### src/rtl/aacsdp_pkg.sv
package aacsdp_pkg;

    // Frame geometry
    localparam int MAX_BANDS       = 51;
    localparam int LEN_FIELD_BITS  = 5;
    localparam int BOOK_FIELD_BITS = 4;

    localparam int BAND_W  = 6;
    localparam int BOOK_W  = 4;
    localparam int SHIFT_W = (LEN_FIELD_BITS > BOOK_FIELD_BITS) ? LEN_FIELD_BITS
                                                                : BOOK_FIELD_BITS;
    localparam int CNT_W   = $clog2(SHIFT_W + 1);
    localparam int LEN_W   = 7;              // escape sums saturate at 64
    localparam int SUM_W   = 8;

    localparam logic [LEN_FIELD_BITS-1:0] LEN_ESCAPE = '1;
    localparam logic [LEN_W-1:0]          LEN_SAT    = LEN_W'(64);
    localparam logic [BOOK_W-1:0]         SCF_BOOK   = BOOK_W'(12);
    localparam logic [BAND_W-1:0]         MAX_BAND_V = BAND_W'(MAX_BANDS);

    // Stream word layout
    localparam int IN_DATA_W  = 16;
    localparam int OUT_DATA_W = 16;

    // Result kinds
    typedef enum logic [1:0] {
        RES_BAND     = 2'd0,
        RES_DONE     = 2'd1,
        RES_ERR_LEN  = 2'd2,
        RES_ERR_BOOK = 2'd3
    } t_res_kind;

    typedef struct packed {
        t_res_kind          kind;
        logic [BAND_W-1:0]  band;
        logic [BOOK_W-1:0]  book;
        logic               last;
    } t_result;

    typedef enum logic [2:0] {
        ST_IDLE,
        ST_BOOK,
        ST_LEN,
        ST_SECT,
        ST_FILL
    } t_state;

endpackage

### src/rtl/aac_section_data_parser.sv
// AAC long-window section data parser. A word with tuser set starts a frame and
// loads the transmitted and total band counts; every other word carries one
// bitstream bit in tdata[0], MSB first within each field. Sections are read as
// a 4-bit codebook and a 5-bit length (all ones = escape, another length field
// follows). When a section closes, one result per band it covers is streamed
// out with its codebook; after the transmitted bands, the remaining bands up to
// the total (capped at 51) follow with codebook 0 and then a done result. A
// section running past band 51, or a nonempty section with codebook 12, ends
// the frame with a single error result. A bit word that does not close a
// section, or that ends the frame with an error result, is taken without
// holding the input off. A word that closes a section holds the input off
// while one result per band it covers is streamed out, and through a
// turnaround state after the section's bands; when it also closes the frame,
// the zero fill and the done result are part of that same burst. A start word
// with no transmitted bands holds the input off through the zero fill and the
// done result. The single result register sets the pace; while the output is
// stalled, the input is held off as well.
module aac_section_data_parser (
    input  logic        i_clk,
    input  logic        i_rst_n,
    input  logic        s_axis_tvalid,
    output logic        s_axis_tready,
    // [0] bit_value, [6:1] transmitted_bands, [12:7] total_bands, [15:13] zero
    input  logic [aacsdp_pkg::IN_DATA_W-1:0] s_axis_tdata,
    // [0] kind (1 = frame start)
    input  logic        s_axis_tuser,
    output logic        m_axis_tvalid,
    input  logic        m_axis_tready,
    // [5:0] band_index, [9:6] codebook, [15:10] zero
    output logic [aacsdp_pkg::OUT_DATA_W-1:0] m_axis_tdata,
    // [1:0] result_kind
    output logic [1:0]  m_axis_tuser,
    output logic        m_axis_tlast
);
    import aacsdp_pkg::*;

    t_state              r_state, n_state;
    logic [SHIFT_W-1:0]  r_shift, n_shift;   // field shift register, one bit per word
    logic [CNT_W-1:0]    r_bits,  n_bits;    // bits still to come in this field
    logic [BOOK_W-1:0]   r_book,  n_book;
    logic [LEN_W-1:0]    r_len,   n_len;     // running escape sum
    logic [BAND_W-1:0]   r_band,  n_band;
    logic [BAND_W-1:0]   r_top,   n_top;     // end of section being emitted
    logic [BAND_W-1:0]   r_sent,  n_sent;
    logic [BAND_W-1:0]   r_all,   n_all;
    logic                r_out_valid, n_out_valid;
    t_result             r_out,   n_out;

    logic                out_free;
    logic                in_accept;
    logic                in_bit;
    logic [BAND_W-1:0]   in_sent;
    logic [BAND_W-1:0]   in_all;
    logic [SHIFT_W-1:0]  shifted;
    logic [LEN_FIELD_BITS-1:0] len_field;
    logic [SUM_W-1:0]    len_sum;
    logic [LEN_W-1:0]    len_sat;
    logic [SUM_W-1:0]    sect_end;
    logic [BAND_W:0]     band_inc;
    logic [BAND_W-1:0]   fill_limit;

    assign in_bit  = s_axis_tdata[0];
    assign in_sent = s_axis_tdata[BAND_W:1];
    assign in_all  = s_axis_tdata[2*BAND_W:BAND_W+1];

    // result register frees up when empty or being taken this cycle
    assign out_free      = !r_out_valid || m_axis_tready;
    assign s_axis_tready = out_free &&
                           (r_state == ST_IDLE || r_state == ST_BOOK || r_state == ST_LEN);
    assign in_accept     = s_axis_tvalid && s_axis_tready;

    assign shifted    = {r_shift[SHIFT_W-2:0], in_bit};
    assign len_field  = shifted[LEN_FIELD_BITS-1:0];
    assign len_sum    = SUM_W'(r_len) + SUM_W'(len_field);
    assign len_sat    = (len_sum > SUM_W'(LEN_SAT)) ? LEN_SAT : len_sum[LEN_W-1:0];
    assign sect_end   = SUM_W'(r_band) + SUM_W'(len_sat);
    assign band_inc   = {1'b0, r_band} + (BAND_W+1)'(1);
    assign fill_limit = (r_all > MAX_BAND_V) ? MAX_BAND_V : r_all;

    always_ff @(posedge i_clk) begin
        if (!i_rst_n) begin
            r_state <= ST_IDLE;
        end else begin
            r_state <= n_state;
        end
    end

    always_ff @(posedge i_clk) begin
        if (!i_rst_n) begin
            r_out_valid <= 1'b0;
            r_bits      <= '0;
            r_shift     <= '0;
            r_book      <= '0;
            r_len       <= '0;
            r_band      <= '0;
            r_top       <= '0;
            r_sent      <= '0;
            r_all       <= '0;
        end else begin
            r_out_valid <= n_out_valid;
            r_bits      <= n_bits;
            r_shift     <= n_shift;
            r_book      <= n_book;
            r_len       <= n_len;
            r_band      <= n_band;
            r_top       <= n_top;
            r_sent      <= n_sent;
            r_all       <= n_all;
        end
    end

    always_ff @(posedge i_clk) begin
        r_out <= n_out;
    end

    always_comb begin
        n_state     = r_state;
        n_shift     = r_shift;
        n_bits      = r_bits;
        n_book      = r_book;
        n_len       = r_len;
        n_band      = r_band;
        n_top       = r_top;
        n_sent      = r_sent;
        n_all       = r_all;
        n_out_valid = r_out_valid && !m_axis_tready;
        n_out       = r_out;

        case (r_state)
            ST_IDLE, ST_BOOK, ST_LEN: begin
                if (in_accept && s_axis_tuser) begin
                    // frame start, also restarts a frame in progress
                    n_sent  = in_sent;
                    n_all   = in_all;
                    n_band  = '0;
                    n_len   = '0;
                    n_book  = '0;
                    n_shift = '0;
                    if (in_sent == '0) begin
                        n_bits  = '0;
                        n_state = ST_FILL;
                    end else begin
                        n_bits  = CNT_W'(BOOK_FIELD_BITS);
                        n_state = ST_BOOK;
                    end
                end else if (in_accept && r_state != ST_IDLE) begin
                    n_shift = shifted;
                    n_bits  = r_bits - CNT_W'(1);
                    if (r_bits == CNT_W'(1)) begin
                        n_shift = '0;
                        if (r_state == ST_BOOK) begin
                            n_book  = shifted[BOOK_W-1:0];
                            n_len   = '0;
                            n_bits  = CNT_W'(LEN_FIELD_BITS);
                            n_state = ST_LEN;
                        end else if (len_field == LEN_ESCAPE) begin
                            n_len  = len_sat;
                            n_bits = CNT_W'(LEN_FIELD_BITS);
                        end else if (sect_end > SUM_W'(MAX_BANDS)) begin
                            n_out_valid = 1'b1;
                            n_out       = '{kind: RES_ERR_LEN, band: r_band,
                                            book: r_book, last: 1'b1};
                            n_state     = ST_IDLE;
                        end else if (len_sat != '0 && r_book == SCF_BOOK) begin
                            n_out_valid = 1'b1;
                            n_out       = '{kind: RES_ERR_BOOK, band: r_band,
                                            book: r_book, last: 1'b1};
                            n_state     = ST_IDLE;
                        end else begin
                            n_top   = sect_end[BAND_W-1:0];
                            n_len   = '0;
                            n_state = ST_SECT;
                        end
                    end
                end
            end

            ST_SECT: begin
                if (r_band != r_top) begin
                    if (out_free) begin
                        n_out_valid = 1'b1;
                        // last band closes the word unless fill/done follows
                        n_out       = '{kind: RES_BAND, band: r_band, book: r_book,
                                        last: (band_inc == {1'b0, r_top}) &&
                                              (band_inc < {1'b0, r_sent})};
                        n_band      = band_inc[BAND_W-1:0];
                    end
                end else if (r_band >= r_sent) begin
                    n_state = ST_FILL;
                end else begin
                    n_shift = '0;
                    n_bits  = CNT_W'(BOOK_FIELD_BITS);
                    n_state = ST_BOOK;
                end
            end

            ST_FILL: begin
                if (out_free) begin
                    n_out_valid = 1'b1;
                    if (r_band < fill_limit) begin
                        n_out  = '{kind: RES_BAND, band: r_band, book: '0, last: 1'b0};
                        n_band = band_inc[BAND_W-1:0];
                    end else begin
                        n_out   = '{kind: RES_DONE, band: r_band, book: '0, last: 1'b1};
                        n_state = ST_IDLE;
                    end
                end
            end

            default: begin
                n_state = ST_IDLE;
            end
        endcase
    end

    assign m_axis_tvalid = r_out_valid;
    assign m_axis_tuser  = r_out.kind;
    assign m_axis_tlast  = r_out.last;
    assign m_axis_tdata  = {(OUT_DATA_W-BAND_W-BOOK_W)'(0), r_out.book, r_out.band};

endmodule

### config.mk
export PLATFORM = sky130hd
export DESIGN_NAME = aac_section_data_parser
export DESIGN_NICKNAME = d
export VERILOG_FILES = /design/src/rtl/aacsdp_pkg.sv /design/src/rtl/aac_section_data_parser.sv
export SDC_FILE = /design/constraint.sdc
export NUM_CORES = 1
export LEC_CHECK = 0
export ABC_AREA = 1
export BUFFER_PORTS_ARGS = -buffer_cell sky130_fd_sc_hd__buf_2
export CAP_MARGIN = 20
export CORE_MARGIN = 1
export CORE_UTILIZATION = 41
export CTS_BUF_LIST = sky130_fd_sc_hd__clkbuf_8
export DETAILED_ROUTE_END_ITERATION = 8
export GPL_TIMING_DRIVEN = 0
export SYNTH_ARGS = -nofsm -noshare
export SYNTH_HDL_FRONTEND = slang
export SYNTH_SLANG_ARGS = --single-unit
### constraint.sdc
create_clock -name i_clk -period 13.9 [get_ports i_clk]
set_input_delay 2.085 -clock i_clk [delete_from_list [all_inputs] [get_ports i_clk]]
set_output_delay 2.085 -clock i_clk [all_outputs]
set_load 0.01 [all_outputs]
==> flow_summary.toml <==
[logic_synthesis]
synth.most_common_cell = "nand2_1"
yosysSeqAreaShare_pct = 33.4
synth_ff_type = "dfxtp_1"
synth_enable_flop_cells = 13
avgSynthCellArea_um2 = 7.29
yosysTopAreaCellShare_pct = 23.4
synth_common_cells = "nand2_1 (85), inv_1 (84), nor2_1 (74)"
ys_warn_count = 0
synth_cells = 539
yosysTopAreaCell = "dfxtp_1"
ys_top_cells_by_area = "dfxtp_1 (23%), edfxtp_1 (9.9%), ha_1 (9.2%)"
ys_ff_latch = 59
ys_async_sr_fraction_pct = 0
ys_types = 48
syn_area_um2 = 3930

[route]
via_per_inst = 4.90
ant_nets = 0
drc_errors = 0
num_vias = 3540
wl_per_cell_um = 13.0
drt_iter0_markers = 139
detail_route.first_pass.iterations = 5
routed_wl_um = 9360

[min_path]
min-delay-start = "r_top[5]"
hp-class = "reg -> reg"

[cells_and_area]
utilization_pct = 47.9
multi_input_area_um2 = 2210
layout-drive-gt1-share_pct = 14.7
area_growth_pct = 13.2
register_area_um2 = 1310
n_fill_cell = 982
nNetsFinal = 640
num_antenna_cells = 0

[placement]
place_congestion = 0.879
port_buffers = 32
post-dp-hpwl_um = 7440

[floorplanning]
die_w_um = 99.9
coreArea_um2 = 9280
initial_utilization_pct = 42.3
rows = 35
dieArea_um2 = 9980
io_pins = 42
fp.dieH_um = 99.9

[setup_path]
critPathMaxFanout = 10
reg2reg_setup_slack_ns = 9.87
arrival_ns = 5.59
rr_startpoint = "r_len[0]"
cp-end-kind = "flop"
critPathLaunch = "s_axis_tdata[0]"
cp-start-kind = "input pin"
critPathKind = "in -> reg"
cp_data_required_time_ns = 13.95

[clock_tree]
clock_latency_ns = 0.34
cts_htree_levels = 3
post_cts.repair.setup_buffers = 0
cts_hold_buf = 0
clockBufferDepth = 2
cts.sinks = 59
ctsRootBufferMaster = "clkbuf_8"
cts_tree = "done"
cts_buffers = 9
cts_resized = 0
clk_pin_slew_ns = 0.06

[sta]
holdWs_ns = 0.454
setup_viol = 0
clock.fmax_mhz = 181
min_period_ns = 5.54
hold_viol_final = 0
tns_ns = 0
drv_slew = 0
tightest_slew_ns = 0.606
rsz0062_at_grt = "false"
finalCritPeriodShare_pct = 39.9
slew_headroom_pct = 59.4
skew_ns = 0.00946

[global_routing]
grt_pass1_wl_um = 16200
grt_pass1_vias = 3394
antenna_found_initial = 0
grt_use_total_pct = 20.9
grt_max_degree = 11
grt-ovfl-total = 0

[status]
outcome = "finished, final reports clean"

[flow_run]
maxCapViolCount = 0

[power_and_ir_drop]
p_leak_uw = 0.00216
powerDensity_nw_per_um2 = 184
ir_drop_mv = 0.0794
-- kinds of logic (layout without fill, tap and decap cells) --
kind of cell,Yosys count,after routing,share of synthesized area [%]
xor gates and xnor gates,16,16,3.57
and+or+nand+nor,230,230,27.4
DFF,59,59,33.4
buffers and inverters,103,152,10.9
adders and majority gates,31,31,10.3
other,1,6,0.0954
AOI/OAI and AO/OA,99,99,14.4
-- final timing paths --
| path | to | cells past startpoint |
|---|---|---|
| setup / recovery | m_axis_tuser[0] | 27 |
| hold / removal | r_top[5] | 2 |
| setup reg to reg | m_axis_tuser[0] | 26 |
| hold reg to reg | r_top[5] | 2 |
-- metrics by stage --
step	setup slack, ns	power [µW]	instance area (µm²)	cells
3_5_place_dp	8.00	687	4290	706
2_1_floorplan	8.02	578	3950	544
4_1_cts	8.36	824	4450	722
5_1_grt	7.98	901	4450	722
3_3_place_gp	7.07	676	4270	705
6_report	8.36	819	4450	722
-- flip-flops by register name, indices dropped and copies added (netlist names) --
register       flops
r_len              7
r_bits             3
r_top              6
r_all              6
m_axis_tvalid      1
r_book             4
r_sent             6
m_axis_tlast       1
r_shift            4
r_state            3
m_axis_tuser       2
r_band             6
m_axis_tdata      10
-- power by group --
part           internal [µW]  switching [µW]  leakage, µW  total (µW)
registers                225            31.8     0.000497         257
clock network           66.6            66.5    0.0000996         133
logic                    152             277      0.00157         429
total                    444             375      0.00216         819
-- critical path, cell delays in order --
cell and delay, ns:
buf_2 0.10, ha_1 0.16, inv_1 0.06, fa_1 0.37, inv_1 0.13, nand2_1 0.09, nand2_1 0.09, inv_1 0.04
nor2_1 0.13, nand3_1 0.08, nor2_1 0.09, nand3_1 0.08, nand2_2 0.10, nand2_1 0.05, inv_1 0.12, ha_1 0.25
nand3_1 0.06, and2_1 0.14, inv_1 0.05, nand3_2 0.08, nand3_1 0.09, nand3_1 0.14, nand4_2 0.17, nand3_4 0.17
a21oi_1 0.09, nor3_2 0.33, buf_6 0.22
-- layout by cell type (no fill, tap or decap), types with 4 or more instances in the layout --
cell type,synthesis,layout
nor3_1,7,6
a21oi_1,41,41
nor4_1,5,5
dfxtp_1,46,46
clkinv_2,1,4
clkbuf_8,1,11
xor2_1,13,13
nand4_1,4,4
ha_1,29,29
nand2_2,11,11
o21a_1,4,4
buf_4,6,6
inv_1,84,87
conb_1,1,6
a211oi_1,8,8
nand3_1,25,25
clkbuf_1,6,6
nor2_1,74,74
o21ai_0,30,30
edfxtp_1,13,13
buf_2,0,32
a31oi_1,5,5
nand2_1,85,85
-- area by class of cell --
type,count,share of cell area [%]
tap,129,3.63
inverter,87,7.37
clock inverter,6,0.590
buffer,16,2.28
sequential,59,29.5
multi-input combinational,382,49.7
clock buffer,10,3.09
timing repair buffer,33,3.85
-- layer usage --
layer  vias up  global-route usage, %  wire length [µm]
li1       1848                      -                 -
met1      1590                   27.6              4560
met2        85                   34.1              4180
met3        17                   3.69               432
met4         0                   8.03               189
met5         -                      0                 0
No activity file was read; power rests on OpenSTA's default activity.
